File: config.mk
export PLATFORM = sky130hd
export DESIGN_NAME = http_header_block_parser_flat
export DESIGN_NICKNAME = d
export VERILOG_FILES = /design/src/sv/hhbp_pkg.sv /design/src/sv/hhbp_cfg_if.sv /design/src/sv/hhbp_in_if.sv /design/src/sv/hhbp_out_if.sv /design/src/sv/http_header_block_parser.sv /design/src/flat_wrapper.sv
export SDC_FILE = /design/constraint.sdc
export NUM_CORES = 1
export LEC_CHECK = 0
export ABC_AREA = 1
export BUFFER_PORTS_ARGS = -buffer_cell sky130_fd_sc_hd__buf_2
export CAP_MARGIN = 10
export CORE_AREA = 5 5 186 170
export DETAILED_ROUTE_END_ITERATION = 10
export DIE_AREA = 0 0 191 175
export PLACE_DENSITY = 0.47
export SLEW_MARGIN = 20
export SYNTH_ARGS = -nofsm -noshare
export SYNTH_HDL_FRONTEND = slang
export SYNTH_SLANG_ARGS = --single-unit
File: constraint.sdc
create_clock -name i_clk -period 5.45 [get_ports i_clk]
set_input_delay 0.2725 -clock i_clk [delete_from_list [all_inputs] [get_ports i_clk]]
set_output_delay 0.2725 -clock i_clk [all_outputs]
set_load 0.01 [all_outputs]
File: src/sv/hhbp_pkg.sv
package hhbp_pkg;

    localparam int LENGTH_BITS_DEF = 16;
    localparam int LIMIT_W         = 16;
    localparam int CFG_INDEX_W     = 1;
    localparam int BYTE_W          = 8;

    localparam logic [LIMIT_W-1:0] KEY_LIMIT_RST   = 16'd256;
    localparam logic [LIMIT_W-1:0] VALUE_LIMIT_RST = 16'd8192;

    localparam logic [BYTE_W-1:0] CH_COLON = 8'h3A;
    localparam logic [BYTE_W-1:0] CH_CR    = 8'h0D;
    localparam logic [BYTE_W-1:0] CH_LF    = 8'h0A;
    localparam logic [BYTE_W-1:0] CH_SPACE = 8'h20;
    localparam logic [BYTE_W-1:0] CH_TAB   = 8'h09;
    localparam logic [BYTE_W-1:0] CH_DEL   = 8'h7F;
    localparam logic [BYTE_W-1:0] CASE_BIT = 8'h20;

    typedef enum logic [CFG_INDEX_W-1:0] {
        REG_KEY_LIMIT   = 1'b0,
        REG_VALUE_LIMIT = 1'b1
    } t_reg_index;

    typedef enum logic [5:0] {
        PH_LINE     = 6'b000001,
        PH_BLOCK_CR = 6'b000010,
        PH_KEY      = 6'b000100,
        PH_VALUE    = 6'b001000,
        PH_VALUE_CR = 6'b010000,
        PH_AFTER_LF = 6'b100000
    } t_phase;

    typedef enum logic [2:0] {
        EV_KEY_BYTE   = 3'd0,
        EV_KEY_END    = 3'd1,
        EV_VALUE_BYTE = 3'd2,
        EV_FIELD_END  = 3'd3,
        EV_BLOCK_END  = 3'd4,
        EV_ERROR      = 3'd5
    } t_event;

    typedef enum logic [2:0] {
        ERR_NONE        = 3'd0,
        ERR_KEY_LONG    = 3'd1,
        ERR_BAD_KEY     = 3'd2,
        ERR_NO_LF       = 3'd3,
        ERR_VALUE_LONG  = 3'd4,
        ERR_BARE_LF     = 3'd5,
        ERR_BAD_VALUE   = 3'd6,
        ERR_BAD_REQUEST = 3'd7
    } t_error;

    typedef struct packed {
        t_event            kind;
        logic [BYTE_W-1:0] data;
        t_error            err;
        logic              last;
    } t_result;

    function automatic t_result make_result(input t_event k, input logic [BYTE_W-1:0] d,
                                            input t_error e);
        t_result r;
        r.kind = k;
        r.data = d;
        r.err  = e;
        r.last = 1'b0;
        return r;
    endfunction

    function automatic logic is_letter(input logic [BYTE_W-1:0] c);
        return ((c >= 8'h41) && (c <= 8'h5A)) || ((c >= 8'h61) && (c <= 8'h7A));
    endfunction

    function automatic logic is_tchar(input logic [BYTE_W-1:0] c);
        logic r;
        case (c) inside
            [8'h30:8'h39], [8'h41:8'h5A], [8'h61:8'h7A],
            8'h21, 8'h23, 8'h24, 8'h25, 8'h26, 8'h27, 8'h2A, 8'h2B,
            8'h2D, 8'h2E, 8'h5E, 8'h5F, 8'h60, 8'h7C, 8'h7E: r = 1'b1;
            default: r = 1'b0;
        endcase
        return r;
    endfunction

endpackage

File: src/sv/hhbp_cfg_if.sv
interface hhbp_cfg_if import hhbp_pkg::*; ();
    logic                   valid;
    logic                   ready;
    logic [CFG_INDEX_W-1:0] index;
    logic [LIMIT_W-1:0]     data;

    modport source (output valid, index, data, input ready);
    modport sink   (input valid, index, data, output ready);
endinterface

File: src/sv/hhbp_in_if.sv
interface hhbp_in_if import hhbp_pkg::*; ();
    logic              valid;
    logic              ready;
    logic [BYTE_W-1:0] in_byte;

    modport source (output valid, in_byte, input ready);
    modport sink   (input valid, in_byte, output ready);
endinterface

File: src/sv/hhbp_out_if.sv
interface hhbp_out_if import hhbp_pkg::*; ();
    logic              valid;
    logic              ready;
    logic [2:0]        event_kind;
    logic [BYTE_W-1:0] out_byte;
    logic [2:0]        error_code;
    logic              last_of_run;

    modport source (output valid, event_kind, out_byte, error_code, last_of_run, input ready);
    modport sink   (input valid, event_kind, out_byte, error_code, last_of_run, output ready);
endinterface

File: src/sv/http_header_block_parser.sv
// HTTP/1.1 header block parser. Takes one raw byte per input transfer and
// sends key bytes (case-normalized), key end, value bytes (blank runs folded
// to one space), field end, block end and numbered error events, one event
// per output transfer; last_of_run marks the final event of a byte. A byte
// passes an input register, combinational parsing logic, and a two-entry
// result queue that drives the output port. Bytes that give no event or one
// event stream at one per cycle while the output port takes events. A byte
// that gives two events (field end before a key byte or an error, or a
// folded space before a value byte) is parsed only once the result queue is
// empty, so a run of such bytes waits for the queue to drain between bytes.
// The user must write limits through the configuration port only while the
// block is idle; the block itself does not enforce this.
module http_header_block_parser import hhbp_pkg::*; #(
    parameter int LENGTH_BITS = LENGTH_BITS_DEF
) (
    input  logic        i_clk,
    input  logic        i_rst_n,
    hhbp_cfg_if.sink    i_cfg,
    hhbp_in_if.sink     i_in,
    hhbp_out_if.source  o_out
);

    localparam int SUM_W = LENGTH_BITS + 1;
    localparam int CMP_W = (SUM_W > LIMIT_W) ? SUM_W : LIMIT_W;

    logic [LIMIT_W-1:0]     r_key_limit;
    logic [LIMIT_W-1:0]     r_value_limit;
    logic                   r_in_valid;
    logic [BYTE_W-1:0]      r_in_byte;
    t_phase                 r_phase;
    t_phase                 n_phase;
    logic [LENGTH_BITS-1:0] r_key_count;
    logic [LENGTH_BITS-1:0] n_key_count;
    logic [LENGTH_BITS-1:0] r_value_count;
    logic [LENGTH_BITS-1:0] n_value_count;
    logic                   r_pend;
    logic                   n_pend;
    logic                   r_prev;
    logic                   n_prev;
    t_result                r_q [2];
    t_result                n_q [2];
    logic [1:0]             r_q_cnt;
    logic [1:0]             n_q_cnt;

    logic [BYTE_W-1:0]      c;
    logic                   c_letter;
    logic                   c_tchar;
    logic                   c_ws;
    logic                   c_ctrl;
    logic [SUM_W-1:0]       key_next;
    logic [SUM_W-1:0]       val_next;
    logic                   key_long;
    logic                   val_long;
    logic                   ls_key_long;
    logic [BYTE_W-1:0]      key_out;
    logic [BYTE_W-1:0]      ls_key_out;
    logic                   do_ls;
    t_result                step_res [2];
    logic [1:0]             step_cnt;
    logic                   pop;
    logic                   fire;
    logic [1:0]             base;

    assign i_cfg.ready = 1'b1;

    always_ff @(posedge i_clk) begin
        if (!i_rst_n) begin
            r_key_limit   <= KEY_LIMIT_RST;
            r_value_limit <= VALUE_LIMIT_RST;
        end else if (i_cfg.valid) begin
            unique case (t_reg_index'(i_cfg.index))
                REG_KEY_LIMIT:   r_key_limit   <= i_cfg.data;
                REG_VALUE_LIMIT: r_value_limit <= i_cfg.data;
                default: ;
            endcase
        end
    end

    assign c        = r_in_byte;
    assign c_letter = is_letter(c);
    assign c_tchar  = is_tchar(c);
    assign c_ws     = (c == CH_SPACE) || (c == CH_TAB);
    assign c_ctrl   = (c < CH_SPACE) || (c == CH_DEL);

    assign key_next    = {1'b0, r_key_count} + SUM_W'(1);
    assign val_next    = {1'b0, r_value_count} + SUM_W'(1) + SUM_W'(r_pend);
    assign key_long    = (CMP_W'(key_next) > CMP_W'(r_key_limit)) || key_next[LENGTH_BITS];
    assign val_long    = (CMP_W'(val_next) > CMP_W'(r_value_limit)) || val_next[LENGTH_BITS];
    assign ls_key_long = (r_key_limit == '0);
    assign key_out     = c_letter ? (r_prev ? (c | CASE_BIT) : (c & ~CASE_BIT)) : c;
    assign ls_key_out  = c_letter ? (c & ~CASE_BIT) : c;

    always_comb begin
        n_phase       = r_phase;
        n_key_count   = r_key_count;
        n_value_count = r_value_count;
        n_pend        = r_pend;
        n_prev        = r_prev;
        step_res[0]   = '0;
        step_res[1]   = '0;
        step_cnt      = 2'd0;
        do_ls         = 1'b0;

        unique case (r_phase)
            PH_LINE: begin
                do_ls = 1'b1;
            end
            PH_BLOCK_CR: begin
                step_res[0] = (c == CH_LF) ? make_result(EV_BLOCK_END, '0, ERR_NONE)
                                           : make_result(EV_ERROR, '0, ERR_NO_LF);
                step_cnt = 2'd1;
                n_phase  = PH_LINE;
                n_key_count   = '0;
                n_value_count = '0;
                n_pend = 1'b0;
                n_prev = 1'b0;
            end
            PH_KEY: begin
                step_cnt = 2'd1;
                if (c == CH_COLON) begin
                    step_res[0]   = make_result(EV_KEY_END, '0, ERR_NONE);
                    n_phase       = PH_VALUE;
                    n_value_count = '0;
                    n_pend        = 1'b0;
                end else if (c_tchar && !key_long) begin
                    step_res[0] = make_result(EV_KEY_BYTE, key_out, ERR_NONE);
                    n_key_count = key_next[LENGTH_BITS-1:0];
                    n_prev      = c_letter;
                end else begin
                    step_res[0] = make_result(EV_ERROR, '0,
                                              c_tchar ? ERR_KEY_LONG : ERR_BAD_KEY);
                    n_phase       = PH_LINE;
                    n_key_count   = '0;
                    n_value_count = '0;
                    n_pend = 1'b0;
                    n_prev = 1'b0;
                end
            end
            PH_VALUE: begin
                if (c == CH_CR) begin
                    n_phase = PH_VALUE_CR;
                end else if (c_ws) begin
                    n_pend = (r_value_count != '0);
                end else if (!c_ctrl && !val_long) begin
                    if (r_pend) begin
                        step_res[0] = make_result(EV_VALUE_BYTE, CH_SPACE, ERR_NONE);
                        step_res[1] = make_result(EV_VALUE_BYTE, c, ERR_NONE);
                        step_cnt    = 2'd2;
                    end else begin
                        step_res[0] = make_result(EV_VALUE_BYTE, c, ERR_NONE);
                        step_cnt    = 2'd1;
                    end
                    n_pend        = 1'b0;
                    n_value_count = val_next[LENGTH_BITS-1:0];
                end else begin
                    step_res[0] = make_result(EV_ERROR, '0,
                                              !c_ctrl ? ERR_VALUE_LONG :
                                              (c == CH_LF) ? ERR_BARE_LF : ERR_BAD_VALUE);
                    step_cnt      = 2'd1;
                    n_phase       = PH_LINE;
                    n_key_count   = '0;
                    n_value_count = '0;
                    n_pend = 1'b0;
                    n_prev = 1'b0;
                end
            end
            PH_VALUE_CR: begin
                if (c == CH_LF) begin
                    n_phase = PH_AFTER_LF;
                end else begin
                    step_res[0]   = make_result(EV_ERROR, '0, ERR_NO_LF);
                    step_cnt      = 2'd1;
                    n_phase       = PH_LINE;
                    n_key_count   = '0;
                    n_value_count = '0;
                    n_pend = 1'b0;
                    n_prev = 1'b0;
                end
            end
            PH_AFTER_LF: begin
                if (c_ws) begin
                    n_pend  = (r_value_count != '0);
                    n_phase = PH_VALUE;
                end else begin
                    step_res[0] = make_result(EV_FIELD_END, '0, ERR_NONE);
                    step_cnt    = 2'd1;
                    do_ls       = 1'b1;
                end
            end
            default: begin
                do_ls = 1'b1;
            end
        endcase

        if (do_ls) begin
            n_key_count   = '0;
            n_value_count = '0;
            n_pend        = 1'b0;
            n_prev        = 1'b0;
            if (c == CH_CR) begin
                n_phase = PH_BLOCK_CR;
            end else if (c_tchar && !ls_key_long) begin
                n_phase = PH_KEY;
                n_key_count = LENGTH_BITS'(1);
                n_prev      = c_letter;
                step_res[step_cnt[0]] = make_result(EV_KEY_BYTE, ls_key_out, ERR_NONE);
                step_cnt = step_cnt + 2'd1;
            end else begin
                n_phase = PH_LINE;
                step_res[step_cnt[0]] = make_result(EV_ERROR, '0,
                                                    c_tchar ? ERR_KEY_LONG :
                                                    (c == CH_LF) ? ERR_BARE_LF :
                                                    ERR_BAD_REQUEST);
                step_cnt = step_cnt + 2'd1;
            end
        end

        if (step_cnt != 2'd0) begin
            step_res[step_cnt[1]].last = 1'b1;
        end
    end

    assign pop  = (r_q_cnt != 2'd0) && o_out.ready;
    assign fire = r_in_valid && (step_cnt <= (2'd2 - r_q_cnt));
    assign base = r_q_cnt - {1'b0, pop};

    always_comb begin
        n_q[0] = r_q[0];
        n_q[1] = r_q[1];
        if (pop) begin
            n_q[0] = r_q[1];
        end
        if (fire && (step_cnt != 2'd0)) begin
            n_q[base[0]] = step_res[0];
            if (step_cnt == 2'd2) begin
                n_q[1] = step_res[1];
            end
        end
        n_q_cnt = fire ? (base + step_cnt) : base;
    end

    assign i_in.ready = !r_in_valid || fire;

    always_ff @(posedge i_clk) begin
        if (!i_rst_n) begin
            r_in_valid    <= 1'b0;
            r_q_cnt       <= 2'd0;
            r_phase       <= PH_LINE;
            r_key_count   <= '0;
            r_value_count <= '0;
            r_pend        <= 1'b0;
            r_prev        <= 1'b0;
        end else begin
            if (i_in.valid && i_in.ready) begin
                r_in_valid <= 1'b1;
            end else if (fire) begin
                r_in_valid <= 1'b0;
            end
            if (fire) begin
                r_phase       <= n_phase;
                r_key_count   <= n_key_count;
                r_value_count <= n_value_count;
                r_pend        <= n_pend;
                r_prev        <= n_prev;
            end
            r_q_cnt <= n_q_cnt;
        end
    end

    always_ff @(posedge i_clk) begin
        r_q[0] <= n_q[0];
        r_q[1] <= n_q[1];
        if (i_in.valid && i_in.ready) begin
            r_in_byte <= i_in.in_byte;
        end
    end

    assign o_out.valid       = (r_q_cnt != 2'd0);
    assign o_out.event_kind  = r_q[0].kind;
    assign o_out.out_byte    = r_q[0].data;
    assign o_out.error_code  = r_q[0].err;
    assign o_out.last_of_run = r_q[0].last;

endmodule

File: src/flat_wrapper.sv
// flat-port wrapper written by rule: the top's interface ports become plain ports
module http_header_block_parser_flat import hhbp_pkg::*;
#(
    parameter int LENGTH_BITS = LENGTH_BITS_DEF
)
  (i_clk, i_rst_n, i_cfg_valid, i_cfg_index, i_cfg_data, i_cfg_ready, i_in_valid, i_in_in_byte, i_in_ready, o_out_valid, o_out_event_kind, o_out_out_byte, o_out_error_code, o_out_last_of_run, o_out_ready);
  hhbp_cfg_if i_cfg_i ();
  hhbp_in_if i_in_i ();
  hhbp_out_if o_out_i ();
  input  logic i_clk;
  input  logic i_rst_n;
  input wire logic [$bits(i_cfg_i.valid)-1:0] i_cfg_valid;
  input wire logic [$bits(i_cfg_i.index)-1:0] i_cfg_index;
  input wire logic [$bits(i_cfg_i.data)-1:0] i_cfg_data;
  output wire logic [$bits(i_cfg_i.ready)-1:0] i_cfg_ready;
  input wire logic [$bits(i_in_i.valid)-1:0] i_in_valid;
  input wire logic [$bits(i_in_i.in_byte)-1:0] i_in_in_byte;
  output wire logic [$bits(i_in_i.ready)-1:0] i_in_ready;
  output wire logic [$bits(o_out_i.valid)-1:0] o_out_valid;
  output wire logic [$bits(o_out_i.event_kind)-1:0] o_out_event_kind;
  output wire logic [$bits(o_out_i.out_byte)-1:0] o_out_out_byte;
  output wire logic [$bits(o_out_i.error_code)-1:0] o_out_error_code;
  output wire logic [$bits(o_out_i.last_of_run)-1:0] o_out_last_of_run;
  input wire logic [$bits(o_out_i.ready)-1:0] o_out_ready;
  assign i_cfg_i.valid = i_cfg_valid;
  assign i_cfg_i.index = i_cfg_index;
  assign i_cfg_i.data = i_cfg_data;
  assign i_cfg_ready = i_cfg_i.ready;
  assign i_in_i.valid = i_in_valid;
  assign i_in_i.in_byte = i_in_in_byte;
  assign i_in_ready = i_in_i.ready;
  assign o_out_valid = o_out_i.valid;
  assign o_out_event_kind = o_out_i.event_kind;
  assign o_out_out_byte = o_out_i.out_byte;
  assign o_out_error_code = o_out_i.error_code;
  assign o_out_last_of_run = o_out_i.last_of_run;
  assign o_out_i.ready = o_out_ready;
  http_header_block_parser #(.LENGTH_BITS(LENGTH_BITS)) u_core (.i_clk(i_clk), .i_rst_n(i_rst_n), .i_cfg(i_cfg_i), .i_in(i_in_i), .o_out(o_out_i));
endmodule
==> impl_metrics.toml <==
[outcome]
status = "finished, final reports clean"

[setup_path]
r2r_slack_ns = 0.51
cpMostUsedCell = "nand2_1"
crit_required_ns = 5.79
reg2regPathDepth = 31
max_stage_delay_ns = 0.37
arrival_ns = 5.28
slowest_stage = "dfxtp_4"
crit_type = "register to register"
critical_path.endpoint = "u_core.r_key_count[11]$_SDFFE_PN0P_"
worst_setup_path_end_kind = "register"
cp-start-kind = "register"
r2r-end = "u_core.r_key_count[11]$_SDFFE_PN0P_"
r2r_start = "u_core.r_pend$_SDFFE_PN0P_"
crit_start = "u_core.r_pend$_SDFFE_PN0P_"
path_max_fanout = 8

[clock_network]
cts_tree = "done"
insertion_delay_ns = 0.43
root_buffer = "clkbuf_16"
htreeDepth = 4
cts.sinks = 113
cts_inserted_buffers = 17
clock_tree.buffer_depth = 2
clk_pin_slew_ns = 0.05

[timing]
setup_ws_ns = 0.5137
skew_ns = 0.01369
setup-violations-final = 0
worst_pin_slew_ns = 0.9418
fin_setup_tns_ns = 0
min_period_ns = 4.936
fmax_mhz = 202.6
rsz0062_at_grt = "false"
period_share_pct = 90.57
slew_violations = 0
hold_ws_ns = 0.02063
report.final.hold_viol_count = 0
max-slew-margin-rel_pct = 37.15

[logic_synthesis]
synth_edf_count = 23
yosysUniqueCellTypes = 49
yosysWarnings = 0
ys_seq_area_share_pct = 34.30
netlist_area_um2 = 7266
async_flop_share_pct = 0
synth_top_area_cell = "dfxtp_1"
synth_nets = 1090
ys_top_cells_by_count = "231 x nand2_1, 139 x inv_1, 90 x dfxtp_1"
yosysTopAreaCellShare_pct = 24.80
synth_area_per_cell_um2 = 7.123
ys_ff_latch = 113
synthCells = 1020
synth.most_common_cell = "nand2_1"
synth_top_flop_cell = "dfxtp_1"
synth.top_cells.by_area = "dfxtp_1 25%, nand2_1 12%, edfxtp_1 9.5%, inv_1 7.2%, ha_1 6.9%"

[min_path]
whs_path_depth = 1
min_path_type = "input pin to register"

[route]
postRouteAntennaNets = 0
num_vias = 6434
viasPerCell = 4.398
postRouteWirelength_um = 19970
wl_per_cell_um = 13.65
detail_route.first_pass.iterations = 5
drt-initial-drc-count = 366
drc = 0

[die]
die-area_um2 = 33430
dieHeight_um = 175
rows = 60
core_area_um2 = 29500
die_w_um = 191
start_util_pct = 24.63
ioPinCount = 48

[job]
maxCapViolCount = 0

[placed_design]
gp_congestion = 0.8400
dp_hpwl_um = 14920
dp_cells = 1428
post-place-ws_ns = 0.01868
io_buffers = 46

[global_routing]
antenna_found_initial = 0
grt_usage_pct = 11.91
grt_pass1_vias = 6018
grt_max_degree = 54
grt_pass1_wl_um = 32040
grt_overflow = 0

[finish]
fin_util_pct = 28.62
antenna_cells = 0
final_cells = 1463
final_nets = 1117
syn2layout_area_growth_pct = 16.20
layout-drive-gt1-share_pct = 15.00

[pwr]
power_density_nw_per_um2 = 415.4
ir_drop_v = 0.0002173
p_leak_nw = 3.786
-- per-stage QoR --
step | power (W) | area, µm²
6_report | 0.003507 | 8443
5_1_grt | 0.003774 | 8443
4_1_cts | 0.003523 | 8369
3_5_place_dp | 0.002377 | 7779
3_3_place_gp | 0.002373 | 7779
2_1_floorplan | 0.002096 | 7266
-- where the power goes --
group          total, W  internal (W)  switching, W  leakage [nW]
Combinational   0.00126      0.000427      0.000835          2.55
Clock           0.00112      0.000709      0.000413         0.275
Sequential      0.00112       0.00102      0.000101         0.958
-- worst min-delay path by stage --
stage,startpoint,to
after floorplan,i_in_in_byte[0],u_core.c[0]$_DFFE_PP_
after global placement,i_in_in_byte[5],u_core.c[5]$_DFFE_PP_
after detailed placement,i_in_in_byte[4],u_core.c[4]$_DFFE_PP_
after CTS,i_in_in_byte[3],u_core.c[3]$_DFFE_PP_
after global routing,i_in_in_byte[3],u_core.c[3]$_DFFE_PP_
final,i_in_in_byte[3],u_core.c[3]$_DFFE_PP_
-- critical path, delay by kind of cell, from the launching register on --
family | cells | cell delay (ns)
flops | 1 | 0.37
compound gates | 2 | 0.19
fa+ha+maj | 4 | 0.94
buf+inv | 7 | 0.65
xor+xnor | 1 | 0.24
simple gates | 17 | 2.47
-- layer usage --
layer	track usage, %	part of all wire, %	vias to the layer above
met5	0	0	-
met3	2.657	4.2	17
li1	-	-	3398
met2	17.63	43	114
met4	3.262	1.1	0
met1	17.37	52	2905
-- cell families (layout without fill, tap and decap cells) --
logic type | Yosys count | after routing | synth area share (%)
compound gates | 180 | 180 | 13.64
other cells | 1 | 1 | 0.05161
flops | 113 | 113 | 34.30
xor+xnor | 27 | 27 | 3.255
simple gates | 459 | 459 | 30.12
fa+ha+maj | 40 | 40 | 6.888
buf+inv | 200 | 240 | 11.74
-- cell usage in the layout, fill, tap and decap left out, drive strengths merged, types with 3 or more instances in the layout --
cell type,synthesis,final
nand2,244,244
inv,150,150
dfxtp,90,90
nor2,85,85
a21oi,83,83
o21ai,78,78
buf,28,56
nand3,51,51
nand4,45,45
ha,40,40
edfxtp,23,23
xor2,22,22
clkbuf,21,19
nor3,13,13
nor4,12,12
clkinv,1,8
o211ai,7,7
xnor2,5,5
o21a,3,3
nand3b,3,3
bufinv,0,3
clkinvlp,0,3
-- final cells by class --
| cell class | instances | area (µm²) |
|---|---|---|
| fill | 3293 | 21060 |
| multi-input combinational | 707 | 3968 |
| sequential | 113 | 2496 |
| inverter | 151 | 571.8 |
| tap | 403 | 504.2 |
| clock buffer | 19 | 432.9 |
| timing repair buffer | 57 | 326.6 |
| clock inverter | 13 | 143.9 |
-- timing repair --
action / CTS / global route
cloned: 0 / 1
buffers inserted: 0 / 1
setup endpoints to repair: 5 / 80
gates resized for setup: 1 / 21
hold buffers: 1 / 0
pin swaps: 0 / 6
endpoints found under the hold margin: 1 / 0
(Power assumes the default switching activity.)
